## src/design/average_true_range_defines.svh

```systemverilog
// ---------------------------------------------------------------------------
// Average true range: assertion macros
// Shared property shorthands for the average true range block.
// ---------------------------------------------------------------------------
`ifndef AVERAGE_TRUE_RANGE_DEFINES_SVH
`define AVERAGE_TRUE_RANGE_DEFINES_SVH

// same-cycle implication, held off during reset
`define ATR_ASSERT_IMPLIES(label, clk, rst, ante, cons, msg) \
   label: assert property (@(posedge clk) disable iff (rst) (ante) |-> (cons)) \
      else $error(msg);

// next-cycle implication, held off during reset
`define ATR_ASSERT_NEXT(label, clk, rst, ante, cons, msg) \
   label: assert property (@(posedge clk) disable iff (rst) (ante) |=> (cons)) \
      else $error(msg);

`endif

```

## src/design/atr_pkg.sv

```systemverilog
// ---------------------------------------------------------------------------
// Average true range: shared package
// Widths, item kinds and the queue entry passed from front to back.
// ---------------------------------------------------------------------------
package atr_pkg;

   localparam int PRICE_W    = 32;
   localparam int PERIOD_W   = 9;
   localparam int PERIOD_MAX = 256;
   localparam int SUM_W      = 40;
   localparam int PROD_W     = PRICE_W + PERIOD_W;
   localparam int DIV_STEPS  = SUM_W;
   localparam int STEP_W     = $clog2(DIV_STEPS);

   localparam int QUEUE_DEPTH = 2;
   localparam int QPTR_W      = $clog2(QUEUE_DEPTH);
   localparam int QCNT_W      = $clog2(QUEUE_DEPTH + 1);

   localparam logic [PERIOD_W-1:0] PERIOD_RESET = PERIOD_W'(14);

   // what the back end has to do with a bar
   typedef enum logic [1:0] {
      KIND_FIRST  = 2'd0,   // no previous close yet
      KIND_ACCUM  = 2'd1,   // add range to the seed sum
      KIND_SEED   = 2'd2,   // add and divide: first average
      KIND_SMOOTH = 2'd3    // Wilder update
   } atr_kind_type;

   typedef struct packed {
      logic [PRICE_W-1:0]  true_range;
      atr_kind_type        kind;
      logic [PERIOD_W-1:0] period;
   } atr_entry_type;

   typedef struct packed {
      logic full;
      logic empty;
   } atr_queue_status_type;

   // clamp the configured period into 1..PERIOD_MAX
   function automatic logic [PERIOD_W-1:0] effective_period(input logic [PERIOD_W-1:0] p);
      logic [PERIOD_W-1:0] r;
      r = p;
      if (p == '0) begin
         r = PERIOD_W'(1);
      end else if ({1'b0, p} > (PERIOD_W+1)'(PERIOD_MAX)) begin
         r = PERIOD_W'(PERIOD_MAX);
      end
      return r;
   endfunction

endpackage

```

## src/design/atr_front.sv

```systemverilog
// ---------------------------------------------------------------------------
// Average true range: front end
// Takes bars, tracks previous close and bar count, forms the true range and
// classifies each bar before handing it to the queue.
// ---------------------------------------------------------------------------
module atr_front import atr_pkg::*; (
   input  logic                 clock,
   input  logic                 reset,
   input  logic [PERIOD_W-1:0]  period_eff,
   input  logic                 req_tvalid,
   output logic                 req_tready,
   input  logic [3*PRICE_W-1:0] req_tdata,   // high_price, low_price, close_price
   output logic                 push_valid,
   output atr_entry_type        push_entry,
   input  atr_queue_status_type q_status
);

   logic                stage_valid_ff, stage_valid_in;
   logic [PRICE_W-1:0]  high_ff, low_ff, prev_ff;
   atr_kind_type        kind_ff, kind_in;
   logic [PERIOD_W-1:0] period_ff;
   logic [PRICE_W-1:0]  previous_close_ff, previous_close_in;
   logic [PERIOD_W-1:0] bar_count_ff, bar_count_in;

   logic                accept, push_fire;
   logic [PERIOD_W:0]   count_inc, count_lim;
   logic [PRICE_W-1:0]  in_high, in_low, in_close;
   logic [PRICE_W-1:0]  c1, c2, c3, tr_max;

   assign in_high  = req_tdata[PRICE_W-1:0];
   assign in_low   = req_tdata[2*PRICE_W-1:PRICE_W];
   assign in_close = req_tdata[3*PRICE_W-1:2*PRICE_W];

   // one-deep stage, refilled in the cycle it drains
   assign push_valid = stage_valid_ff;
   assign push_fire  = stage_valid_ff && !q_status.full;
   assign req_tready = !stage_valid_ff || push_fire;
   assign accept     = req_tvalid && req_tready;

   // classify against the bar count as it stands before this bar
   always_comb begin
      priority if (bar_count_ff == '0) begin
         kind_in = KIND_FIRST;
      end else if (bar_count_ff < period_eff) begin
         kind_in = KIND_ACCUM;
      end else if (bar_count_ff == period_eff) begin
         kind_in = KIND_SEED;
      end else begin
         kind_in = KIND_SMOOTH;
      end
   end

   // bar count saturates at period plus one
   always_comb begin
      count_inc = {1'b0, bar_count_ff} + (PERIOD_W+1)'(1);
      count_lim = {1'b0, period_eff} + (PERIOD_W+1)'(1);
      bar_count_in = bar_count_ff;
      previous_close_in = previous_close_ff;
      if (accept) begin
         bar_count_in = (count_inc > count_lim) ? count_lim[PERIOD_W-1:0]
                                                : count_inc[PERIOD_W-1:0];
         previous_close_in = in_close;
      end
   end

   always_comb begin
      stage_valid_in = stage_valid_ff;
      if (accept) begin
         stage_valid_in = 1'b1;
      end else if (push_fire) begin
         stage_valid_in = 1'b0;
      end
   end

   // true range: a negative high minus low counts as zero
   always_comb begin
      c1 = (high_ff >= low_ff) ? (high_ff - low_ff) : '0;
      c2 = (high_ff >= prev_ff) ? (high_ff - prev_ff) : (prev_ff - high_ff);
      c3 = (low_ff >= prev_ff) ? (low_ff - prev_ff) : (prev_ff - low_ff);
      tr_max = c1;
      if (c2 > tr_max) begin
         tr_max = c2;
      end
      if (c3 > tr_max) begin
         tr_max = c3;
      end
   end

   always_comb begin
      push_entry.true_range = (kind_ff == KIND_FIRST) ? '0 : tr_max;
      push_entry.kind       = kind_ff;
      push_entry.period     = period_ff;
   end

   // control state
   always_ff @(posedge clock) begin
      if (reset) begin
         stage_valid_ff    <= 1'b0;
         bar_count_ff      <= '0;
         previous_close_ff <= '0;
      end else begin
         stage_valid_ff    <= stage_valid_in;
         bar_count_ff      <= bar_count_in;
         previous_close_ff <= previous_close_in;
      end
   end

   // stage payload
   always_ff @(posedge clock) begin
      if (accept) begin
         high_ff   <= in_high;
         low_ff    <= in_low;
         prev_ff   <= previous_close_ff;
         kind_ff   <= kind_in;
         period_ff <= period_eff;
      end
   end

endmodule

```

## src/design/atr_queue.sv

```systemverilog
// ---------------------------------------------------------------------------
// Average true range: decoupling queue
// Short FIFO of classified bars between front and back ends.
// ---------------------------------------------------------------------------
module atr_queue import atr_pkg::*; (
   input  logic                 clock,
   input  logic                 reset,
   input  logic                 push_valid,
   input  atr_entry_type        push_entry,
   input  logic                 pop,
   output atr_entry_type        pop_entry,
   output atr_queue_status_type q_status
);

   atr_entry_type     entry_ff [QUEUE_DEPTH];
   logic [QPTR_W-1:0] wr_ptr_ff, wr_ptr_in;
   logic [QPTR_W-1:0] rd_ptr_ff, rd_ptr_in;
   logic [QCNT_W-1:0] count_ff, count_in;
   logic              do_push, do_pop;

   assign q_status.full  = (count_ff == QCNT_W'(QUEUE_DEPTH));
   assign q_status.empty = (count_ff == '0);

   assign do_push = push_valid && !q_status.full;
   assign do_pop  = pop && !q_status.empty;

   assign pop_entry = entry_ff[rd_ptr_ff];

   // pointer wrap at the queue depth
   always_comb begin
      wr_ptr_in = wr_ptr_ff;
      rd_ptr_in = rd_ptr_ff;
      count_in  = count_ff;
      if (do_push) begin
         wr_ptr_in = (wr_ptr_ff == QPTR_W'(QUEUE_DEPTH - 1)) ? '0 : wr_ptr_ff + QPTR_W'(1);
      end
      if (do_pop) begin
         rd_ptr_in = (rd_ptr_ff == QPTR_W'(QUEUE_DEPTH - 1)) ? '0 : rd_ptr_ff + QPTR_W'(1);
      end
      unique case ({do_push, do_pop})
         2'b10:   count_in = count_ff + QCNT_W'(1);
         2'b01:   count_in = count_ff - QCNT_W'(1);
         default: count_in = count_ff;
      endcase
   end

   always_ff @(posedge clock) begin
      if (reset) begin
         wr_ptr_ff <= '0;
         rd_ptr_ff <= '0;
         count_ff  <= '0;
      end else begin
         wr_ptr_ff <= wr_ptr_in;
         rd_ptr_ff <= rd_ptr_in;
         count_ff  <= count_in;
      end
   end

   always_ff @(posedge clock) begin
      if (do_push) begin
         entry_ff[wr_ptr_ff] <= push_entry;
      end
   end

endmodule

```

## src/design/atr_back.sv

```systemverilog
// ---------------------------------------------------------------------------
// Average true range: back end
// Keeps the seed sum and running average, multiplies, divides serially by
// the period and fills the result register.
// ---------------------------------------------------------------------------
module atr_back import atr_pkg::*; (
   input  logic                 clock,
   input  logic                 reset,
   input  atr_entry_type        pop_entry,
   input  atr_queue_status_type q_status,
   output logic                 pop,
   output logic                 rsp_tvalid,
   input  logic                 rsp_tready,
   output logic [2*PRICE_W-1:0] rsp_tdata,   // true_range, average_range
   output logic [1:0]           rsp_tuser    // range_valid, average_valid
);

   typedef enum logic [4:0] {
      ST_IDLE = 5'b00001,
      ST_MUL  = 5'b00010,
      ST_ADD  = 5'b00100,
      ST_DIV  = 5'b01000,
      ST_DONE = 5'b10000
   } atr_back_state_type;

   atr_back_state_type  state_ff, state_in;
   atr_entry_type       ent_ff;
   logic [SUM_W-1:0]    sum_ff, sum_in;
   logic [PRICE_W-1:0]  avg_ff, avg_in;
   logic [PROD_W-1:0]   prod_ff;
   logic [PERIOD_W-1:0] rem_ff, rem_in;
   logic [SUM_W-1:0]    quo_ff, quo_in;
   logic [STEP_W-1:0]   step_ff, step_in;

   logic                rsp_valid_ff, rsp_valid_in;
   logic [PRICE_W-1:0]  rsp_tr_ff, rsp_avg_ff, res_avg;
   logic                rsp_rv_ff, rsp_av_ff, res_av;
   logic                out_load;

   logic [SUM_W:0]      sum_wide;
   logic [SUM_W-1:0]    sum_sat, acc;
   logic [PERIOD_W:0]   rem_shift;
   logic                fits;

   assign pop = (state_ff == ST_IDLE) && !q_status.empty;

   assign rsp_tvalid = rsp_valid_ff;
   assign rsp_tdata  = {rsp_avg_ff, rsp_tr_ff};
   assign rsp_tuser  = {rsp_av_ff, rsp_rv_ff};

   assign out_load = (state_ff == ST_DONE) && (!rsp_valid_ff || rsp_tready);

   // saturating seed sum and Wilder dividend
   always_comb begin
      sum_wide = {1'b0, sum_ff} + (SUM_W+1)'(ent_ff.true_range);
      sum_sat  = sum_wide[SUM_W] ? '1 : sum_wide[SUM_W-1:0];
      acc      = prod_ff[SUM_W-1:0] + SUM_W'(ent_ff.true_range);
   end

   // one quotient bit per step, restoring
   always_comb begin
      rem_shift = {rem_ff, quo_ff[SUM_W-1]};
      fits      = (rem_shift >= {1'b0, ent_ff.period});
   end

   // result fields; a seeded mean saturates at full scale
   always_comb begin
      res_av  = (ent_ff.kind == KIND_SEED) || (ent_ff.kind == KIND_SMOOTH);
      res_avg = '0;
      if (ent_ff.kind == KIND_SEED) begin
         res_avg = (quo_ff[SUM_W-1:PRICE_W] != '0) ? '1 : quo_ff[PRICE_W-1:0];
      end else if (ent_ff.kind == KIND_SMOOTH) begin
         res_avg = quo_ff[PRICE_W-1:0];
      end
   end

   // sequencer
   always_comb begin
      state_in     = state_ff;
      sum_in       = sum_ff;
      avg_in       = avg_ff;
      rem_in       = rem_ff;
      quo_in       = quo_ff;
      step_in      = step_ff;
      rsp_valid_in = rsp_valid_ff;
      if (rsp_valid_ff && rsp_tready) begin
         rsp_valid_in = 1'b0;
      end
      unique case (state_ff)
         ST_IDLE: begin
            if (pop) begin
               state_in = ST_MUL;
            end
         end
         ST_MUL: begin
            state_in = ST_ADD;
         end
         ST_ADD: begin
            rem_in  = '0;
            step_in = STEP_W'(DIV_STEPS - 1);
            unique case (ent_ff.kind)
               KIND_FIRST: begin
                  state_in = ST_DONE;
               end
               KIND_ACCUM: begin
                  sum_in   = sum_sat;
                  state_in = ST_DONE;
               end
               KIND_SEED: begin
                  sum_in   = sum_sat;
                  quo_in   = sum_sat;
                  state_in = ST_DIV;
               end
               KIND_SMOOTH: begin
                  quo_in   = acc;
                  state_in = ST_DIV;
               end
               default: state_in = ST_DONE;
            endcase
         end
         ST_DIV: begin
            rem_in  = fits ? PERIOD_W'(rem_shift - {1'b0, ent_ff.period})
                           : rem_shift[PERIOD_W-1:0];
            quo_in  = {quo_ff[SUM_W-2:0], fits};
            step_in = step_ff - STEP_W'(1);
            if (step_ff == '0) begin
               state_in = ST_DONE;
            end
         end
         ST_DONE: begin
            if (out_load) begin
               rsp_valid_in = 1'b1;
               if (res_av) begin
                  avg_in = res_avg;
               end
               state_in = ST_IDLE;
            end
         end
         default: state_in = ST_IDLE;
      endcase
   end

   // control and architectural state
   always_ff @(posedge clock) begin
      if (reset) begin
         state_ff     <= ST_IDLE;
         sum_ff       <= '0;
         avg_ff       <= '0;
         rsp_valid_ff <= 1'b0;
      end else begin
         state_ff     <= state_in;
         sum_ff       <= sum_in;
         avg_ff       <= avg_in;
         rsp_valid_ff <= rsp_valid_in;
      end
   end

   // datapath registers
   always_ff @(posedge clock) begin
      if (pop) begin
         ent_ff <= pop_entry;
      end
      if (state_ff == ST_MUL) begin
         prod_ff <= avg_ff * (ent_ff.period - PERIOD_W'(1));
      end
      rem_ff  <= rem_in;
      quo_ff  <= quo_in;
      step_ff <= step_in;
      if (out_load) begin
         rsp_tr_ff  <= ent_ff.true_range;
         rsp_rv_ff  <= (ent_ff.kind != KIND_FIRST);
         rsp_avg_ff <= res_avg;
         rsp_av_ff  <= res_av;
      end
   end

endmodule

```

## src/design/average_true_range.sv

```systemverilog
// The back end handles one bar at a time; the front stage and the queue can
// take further bars while its 40-step serial divider runs.
// Reset: synchronous, active high; clears bar count, previous close, sum,
// average, queue and result valid; period returns to 14.
// ---------------------------------------------------------------------------
// Average true range: top level
// Wilder average true range over a stream of Q16.16 price bars.
// ---------------------------------------------------------------------------
`include "average_true_range_defines.svh"

module average_true_range import atr_pkg::*; (
   input  logic                 clock,
   input  logic                 reset,
   input  logic                 csr_valid,
   output logic                 csr_ready,
   input  logic [PERIOD_W-1:0]  csr_data,    // period
   input  logic                 req_tvalid,
   output logic                 req_tready,
   input  logic [3*PRICE_W-1:0] req_tdata,   // high_price, low_price, close_price
   output logic                 rsp_tvalid,
   input  logic                 rsp_tready,
   output logic [2*PRICE_W-1:0] rsp_tdata,   // true_range, average_range
   output logic [1:0]           rsp_tuser    // range_valid, average_valid
);

   logic [PERIOD_W-1:0]  period_ff, period_in;
   logic [PERIOD_W-1:0]  period_eff;
   logic                 push_valid, q_pop;
   atr_entry_type        push_entry, pop_entry;
   atr_queue_status_type q_status;

   // period register, always writable
   assign csr_ready  = 1'b1;
   assign period_in  = (csr_valid && csr_ready) ? csr_data : period_ff;
   assign period_eff = effective_period(period_ff);

   always_ff @(posedge clock) begin
      if (reset) begin
         period_ff <= PERIOD_RESET;
      end else begin
         period_ff <= period_in;
      end
   end

   atr_front u_front (
      .clock      (clock),
      .reset      (reset),
      .period_eff (period_eff),
      .req_tvalid (req_tvalid),
      .req_tready (req_tready),
      .req_tdata  (req_tdata),
      .push_valid (push_valid),
      .push_entry (push_entry),
      .q_status   (q_status)
   );

   atr_queue u_queue (
      .clock      (clock),
      .reset      (reset),
      .push_valid (push_valid),
      .push_entry (push_entry),
      .pop        (q_pop),
      .pop_entry  (pop_entry),
      .q_status   (q_status)
   );

   atr_back u_back (
      .clock      (clock),
      .reset      (reset),
      .pop_entry  (pop_entry),
      .q_status   (q_status),
      .pop        (q_pop),
      .rsp_tvalid (rsp_tvalid),
      .rsp_tready (rsp_tready),
      .rsp_tdata  (rsp_tdata),
      .rsp_tuser  (rsp_tuser)
   );

   // back end takes one item at a time
   `ATR_ASSERT_NEXT(a_single_pop, clock, reset, q_pop, !q_pop, "back end popped twice in a row")

   // a new bar enters a full stage only when the stage drains into the queue
   `ATR_ASSERT_IMPLIES(a_stage_drain, clock, reset,
                       req_tvalid && req_tready && push_valid, !q_status.full,
                       "bar accepted over a stalled stage")

   // first bar carries no range and no average
   `ATR_ASSERT_IMPLIES(a_first_bar, clock, reset,
                       rsp_tvalid && !rsp_tuser[0], rsp_tdata == '0 && !rsp_tuser[1],
                       "first bar result not clear")

endmodule
```

## config.mk

```make
export PLATFORM = sky130hd
export DESIGN_NAME = average_true_range
export DESIGN_NICKNAME = d
export VERILOG_FILES = /design/src/design/atr_pkg.sv /design/src/design/atr_front.sv /design/src/design/atr_queue.sv /design/src/design/atr_back.sv /design/src/design/average_true_range.sv
export VERILOG_INCLUDE_DIRS = /design/src /design/src/design
export SDC_FILE = /design/constraint.sdc
export NUM_CORES = 2
export LEC_CHECK = 0
export BUFFER_PORTS_ARGS = -buffer_cell sky130_fd_sc_hd__buf_2
export CAP_MARGIN = 20
export CORE_ASPECT_RATIO = 0.8
export CORE_MARGIN = 8
export CORE_UTILIZATION = 55
export DETAILED_ROUTE_END_ITERATION = 8
export PLACE_DENSITY = 0.76
export SLEW_MARGIN = 25
export SYNTH_ARGS = -nofsm -noshare
export SYNTH_HDL_FRONTEND = slang
export SYNTH_SLANG_ARGS = --single-unit
```

## constraint.sdc

```tcl
create_clock -name clock -period 8.74 [get_ports clock]
set_clock_uncertainty 0.1 [all_clocks]
set_input_delay 0.437 -clock clock [delete_from_list [all_inputs] [get_ports clock]]
set_output_delay 0.437 -clock clock [all_outputs]
set_load 0.03 [all_outputs]
```

# Word level (Yosys, flattened, before mapping)
# Memories as Yosys holds them, arrays and structs flattened. A register that Yosys moved wholly into a read port is not among the register bits.
# Cells that the tools add are included.
# totals
ff_bits	401
latch_bits	0
ramBits	86
romBits	0
memories	1
# mem_list
name	words	width	read_ports	rd_clocked_by_memory_dff	write_ports	line_no	rtl
u_queue.entry_ff	2	43	1	1	1	atr_queue.sv:15	atr_entry_type entry_ff [QUEUE_DEPTH];
# op_classes
add_sub_neg	16
n_mul	1
div	0
magnitude_cmp	9
n_eq_ne	16
shift	0
muxes	35
n_bitwise	0
n_reduce_logical	32
# op_table
operator	n
32-bit two-way mux	9
40-bit case mux with 2 select lines	2
32-bit subtractor	5
32-bit greater-or-equal comparator	3
32-bit greater-than comparator	2
40-bit by 32-bit adder with 41-bit output	1
32-bit by 41-bit multiplier with 40-bit output	1
40-bit by 32-bit adder with 40-bit output	1
40-bit two-way mux	1
9-bit two-way mux	4
5-bit case mux with 5 select lines	1
9-bit by 1-bit adder with 10-bit output, second input constant	2
9-bit logical NOT	2
9-bit case mux with 2 select lines	1
5-bit two-way mux	3
6-bit case mux with 2 select lines	1
1-bit two-way mux	11
10-bit by 9-bit greater-or-equal comparator with 1-bit output	1
10-bit greater-than comparator	1
5-bit case mux with 2 select lines	1
9-bit by 1-bit subtractor with 10-bit output, second input constant	1
9-bit equality test	1
9-bit greater-than comparator, second input constant	1
9-bit less-than comparator	1
26 further kinds	52

# Depth between registers and ports, before layout
# logic_depth
word_depth	7
depth_mapped	37

# Hierarchy
# A second synthesis with hierarchy kept.
# unflattened
hier_cells	4842
area_unflattened_um2	44899.3
# by_module_without_submodules
module	instances	cells_per_inst	area_per_inst_um2	seq_area_each_um2
atr_back	1	2590	24629.9	7687.4
atr_front	1	2048	16514.6	4053.9
atr_queue	1	160	3315.7	2682.6
average_true_range	1	44	439.2	180.2

# Least setup slack after synthesis
# Ideal clock, no wire load.
# synth_path
path_type	reg-to-reg
startpoint	register u_back.ent_ff[0] (netlist name)
endpoint	register u_back.prod_ff[38] (data pin)
setup_time_ns	0.261
t_arrival_ns	9.022
t_required_ns	8.379
setup_slack_ns	-0.643
path_stages_with_launch	30
n_path_buf	3
synth_period_minus_slack_ns	9.383
path_cell_list	edfxtp_1 clkbuf_1 or4_1 or3_1 nor4_2 clkbuf_1 clkbuf_1 nand2_1 fa_1 fa_1 fa_1 inv_1 fa_1 fa_1 inv_1 fa_1 inv_1 fa_1 fa_1 ha_1 a21o_1 a21o_1 a21oi_1 o31ai_1 a31o_2 a311oi_1 o21ai_0 a221oi_1 nor3_1 a311o_1
# synth_between
elab_chain_len	2
# synth_lines
element	line_no	rtl
9-bit by 1-bit subtractor with 10-bit output	atr_back.sv:164	prod_ff <= avg_ff * (ent_ff.period - PERIOD_W'(1));
32-bit by 41-bit multiplier with 40-bit output	atr_back.sv:164	
to (signal assigned)	atr_back.sv:164	
to (decl)	atr_back.sv:30	logic [PROD_W-1:0] prod_ff;
# Every way passes these cells.
# A chain may end at the register's enable or synchronous reset.

# Worst setup path in the final report
# layout_path
startpoint	register u_back.ent_ff[0] (netlist name)
endpoint	register u_back.prod_ff[38] (data pin)
# layout_between
elab_chain_len	2
# layout_lines
element	line_no
9-bit by 1-bit subtractor with 10-bit output	atr_back.sv:164
32-bit by 41-bit multiplier with 40-bit output	atr_back.sv:164
# Every way passes these cells.

==> flow_summary.ini <==
[grt]
grt_use_total_pct = 28.0
grt_overflow = 0
grt_pass1_vias = 39500
grt_max_degree = 79
grt_pass1_wl_mm = 222
antenna_found_initial = 1

[status]
violations = setup timing
outcome = finished, violations left

[yosys]
synthCells = 5163
netlist_top_cells_area = edfxtp_1 (24%), fa_1 (17%), ha_1 (12%)
seq_area_frac_synth_pct = 29.8
synth_flop_cell = edfxtp_1
synth_area_per_cell_um2 = 9.49
async_flop_share_pct = 0
ys_ff_latch = 530
synthMostInstantiatedCell = inv_1
yosys_warnings = 0
synth_commonest_cells = inv_1 (571), nand2_1 (480), ha_1 (455), fa_1 (409), nor2_1 (408)
synth_area_mm2 = 0.0490
synth_edf_count = 397
synth.largest_area_cell = edfxtp_1
synth.top_cell.area_share_pct = 24.3
ys_types = 89

[clocking]
clk_path_buf_depth = 3
cts_tree = yes
cts.clk_slew.worst_paths_ns = 0.06
clk_latency_ns = 0.66
clock-root-buffer = clkbuf_16
cts_buffers = 55
cts_max_level = 2
numClockSinks = 530

[worst_setup_path]
slowest_delay_ns = 0.59
crit_slowest_cell = fa_2
required_ns = 9.02
criticalPathCategory = flop to flop
end_kind = flop
cp_max_fo = 7
start_kind = flop
critPathArrivalTime_ns = 9.02

[sta]
fmax_mhz = 114
timing.final.ws_setup_ns = -0.000373
fin_crit_sh_pct = 100
finalCriticalPeriod_ns = 8.74
drv_slew = 0
setup_viol = 1
relSlewSlack_pct = 24.8
grt_setup_unrepaired = true
finalHoldViolCount = 0
fin_hold_ws_ns = 0.112
worst_slew_pin_slew_ns = 1.11

[route]
route.met2.wl_mm = 60.9
wl_met3_mm = 13.9
viasPerCell = 5.88
drt_iter0_drc = 3938
vias = 40100
top_layer = met4
dr.pass1.iters = 6
drcViolationCount = 0
ant_nets = 0
wl_mm = 143
met1Wirelength_mm = 63.5
wl_per_cell_um = 20.9

[pwr]
switchingPower_mw = 5.17
pwr-share-comb_pct = 51.2
swShare_pct = 41.6
power_frac_clock_pct = 20.1
powerDensity_mw_per_mm2 = 220
internal_power_mw = 7.26
pwr-share-seq_pct = 28.7
leakagePower_nw = 25.1
max-vdd-ir-drop_mv = 0.231

[finish]
seq_area_mm2 = 0.0146
layout-drive-gt1-share_pct = 13.4
area_delta_synth_final_pct = 15.2
final_cell_count_no_fill = 6819
multi_input_area_mm2 = 0.0320
n_fill_cell = 7150
nNetsFinal = 6545

[place]
port-buffer-count = 177
placed_cells = 6592
hpwlAfterDp_mm = 113
gp_congestion = 1.01

[die]
core_mm2 = 0.0888
dieArea_mm2 = 0.0989
ioPinCount = 179
row_count = 98
die_y_um = 283
start_util_pct = 55.2
dieWidth_um = 350

[flow_run]
maxCapViolCount = 0

[hold_path]
hp-class = input port to flop
-- worst max-delay path, delay by kind of cell (launching register included) --
kind | cells | cell delay, ns
simple gates | 5 | 1.32
compound gates | 9 | 1.77
buf+inv | 6 | 0.62
flops | 1 | 0.38
fa+ha+maj | 9 | 4.28
-- cell type report --
class | instances | area share, %
sequential | 530 | 25.8
clock buffer | 74 | 2.71
clock inverter | 30 | 0.738
inverter | 573 | 3.83
multi-input combinational | 3840 | 56.6
timing repair buffer | 571 | 7.62
antenna | 1 | 0.00443
tap | 1200 | 2.66
-- timing repair --
action / in CTS / in global routing
pin swaps: 10 / 32
buffers inserted: 4 / 11
resized for setup: 11 / 69
hold buffers: 106 / 0
endpoints found under the hold margin: 106 / 0
gates cloned: 0 / 1
endpoints found under the setup margin: 26 / 76
-- routing by layer --
layer	global-route usage [%]	vias to the layer above
met1	41.6	19600
met3	5.55	226
met4	7.25	0
li1	-	18600
met2	41.7	1693
met5	0	-
-- state kept, by name (all words and copies together), names as in the netlist, 9 cells and up --
register                   flops
period_ff                      9
u_back.avg_ff                 32
u_back.ent_ff                 43
u_back.prod_ff                40
u_back.quo_ff                 40
u_back.rem_ff                  9
u_back.rsp_avg_ff             32
u_back.rsp_tr_ff              32
u_back.sum_ff                 40
u_front.bar_count_ff           9
u_front.high_ff               32
u_front.low_ff                32
u_front.period_ff              9
u_front.prev_ff               32
u_front.previous_close_ff     32
u_queue.entry_ff              86
-- layout by cell type, fill, tap and decap left out, types with 107 or more instances in the layout --
master,n
a211oi_1,107
a21o_1,124
a21oi_1,349
and2_1,126
buf_2,176
buf_4,271
dfxtp_1,132
edfxtp_1,397
fa_1,399
ha_1,449
inv_1,558
nand2_1,475
nor2_1,404
o21ai_0,205
xnor2_1,130
-- kinds of logic (layout without fill, tap and decap cells) --
group / Yosys count / after routing / share of synthesized area, %
and+or+nand+nor: 1481 / 1481 / 14.2
AOI/OAI and AO/OA: 1172 / 1172 / 15.4
adders and majority gates: 864 / 864 / 28.3
buffers and inverters: 794 / 1248 / 6.20
DFF: 530 / 530 / 29.8
xor gates and xnor gates: 222 / 222 / 3.97
muxes: 99 / 99 / 2.16
other: 1 / 3 / 0.00765
-- stage by stage --
| stage | worst slack [ns] | utilization [%] | instance area, µm² | power, mW | TNS [ns] |
|---|---|---|---|---|---|
| detailed placement | -0.201 | 59.6 | 52900 | 9.61 | -0.498 |
| global placement | -0.106 | 59.6 | 52900 | 9.47 | -0.193 |
| global route | -0.217 | 63.6 | 56400 | 13.1 | -0.649 |
| floorplan | -0.302 | - | 49200 | 7.19 | -0.771 |
| finish | -0.000373 | 63.6 | 56500 | 12.4 | -0.000373 |
| CTS | -0.0155 | 63.1 | 56000 | 12.2 | -0.0155 |
-- power by group through the flow --
stage,clock network [mW],registers [mW],logic (mW)
floorplan,0,3.46,3.73
global placement,0,3.61,5.86
detailed placement,0,3.62,5.99
CTS,2.55,3.57,6.08
global route,2.64,3.59,6.86
finish,2.50,3.57,6.36
-- final timing paths --
check | start | to | depth (start not counted) | slack (ns)
worst min-delay path | rsp_tready | u_back.rsp_tvalid | 3 | 0.11
worst min register to register | u_front.previous_close_ff[13] | u_front.prev_ff[13] | 0 | 0.33
worst max register to register | u_back.ent_ff[0] | u_back.prod_ff[38] | 29 | -0.0004
worst max-delay path | u_back.ent_ff[0] | u_back.prod_ff[38] | 29 | -0.0004
No activity file was read; power rests on OpenSTA's default activity.
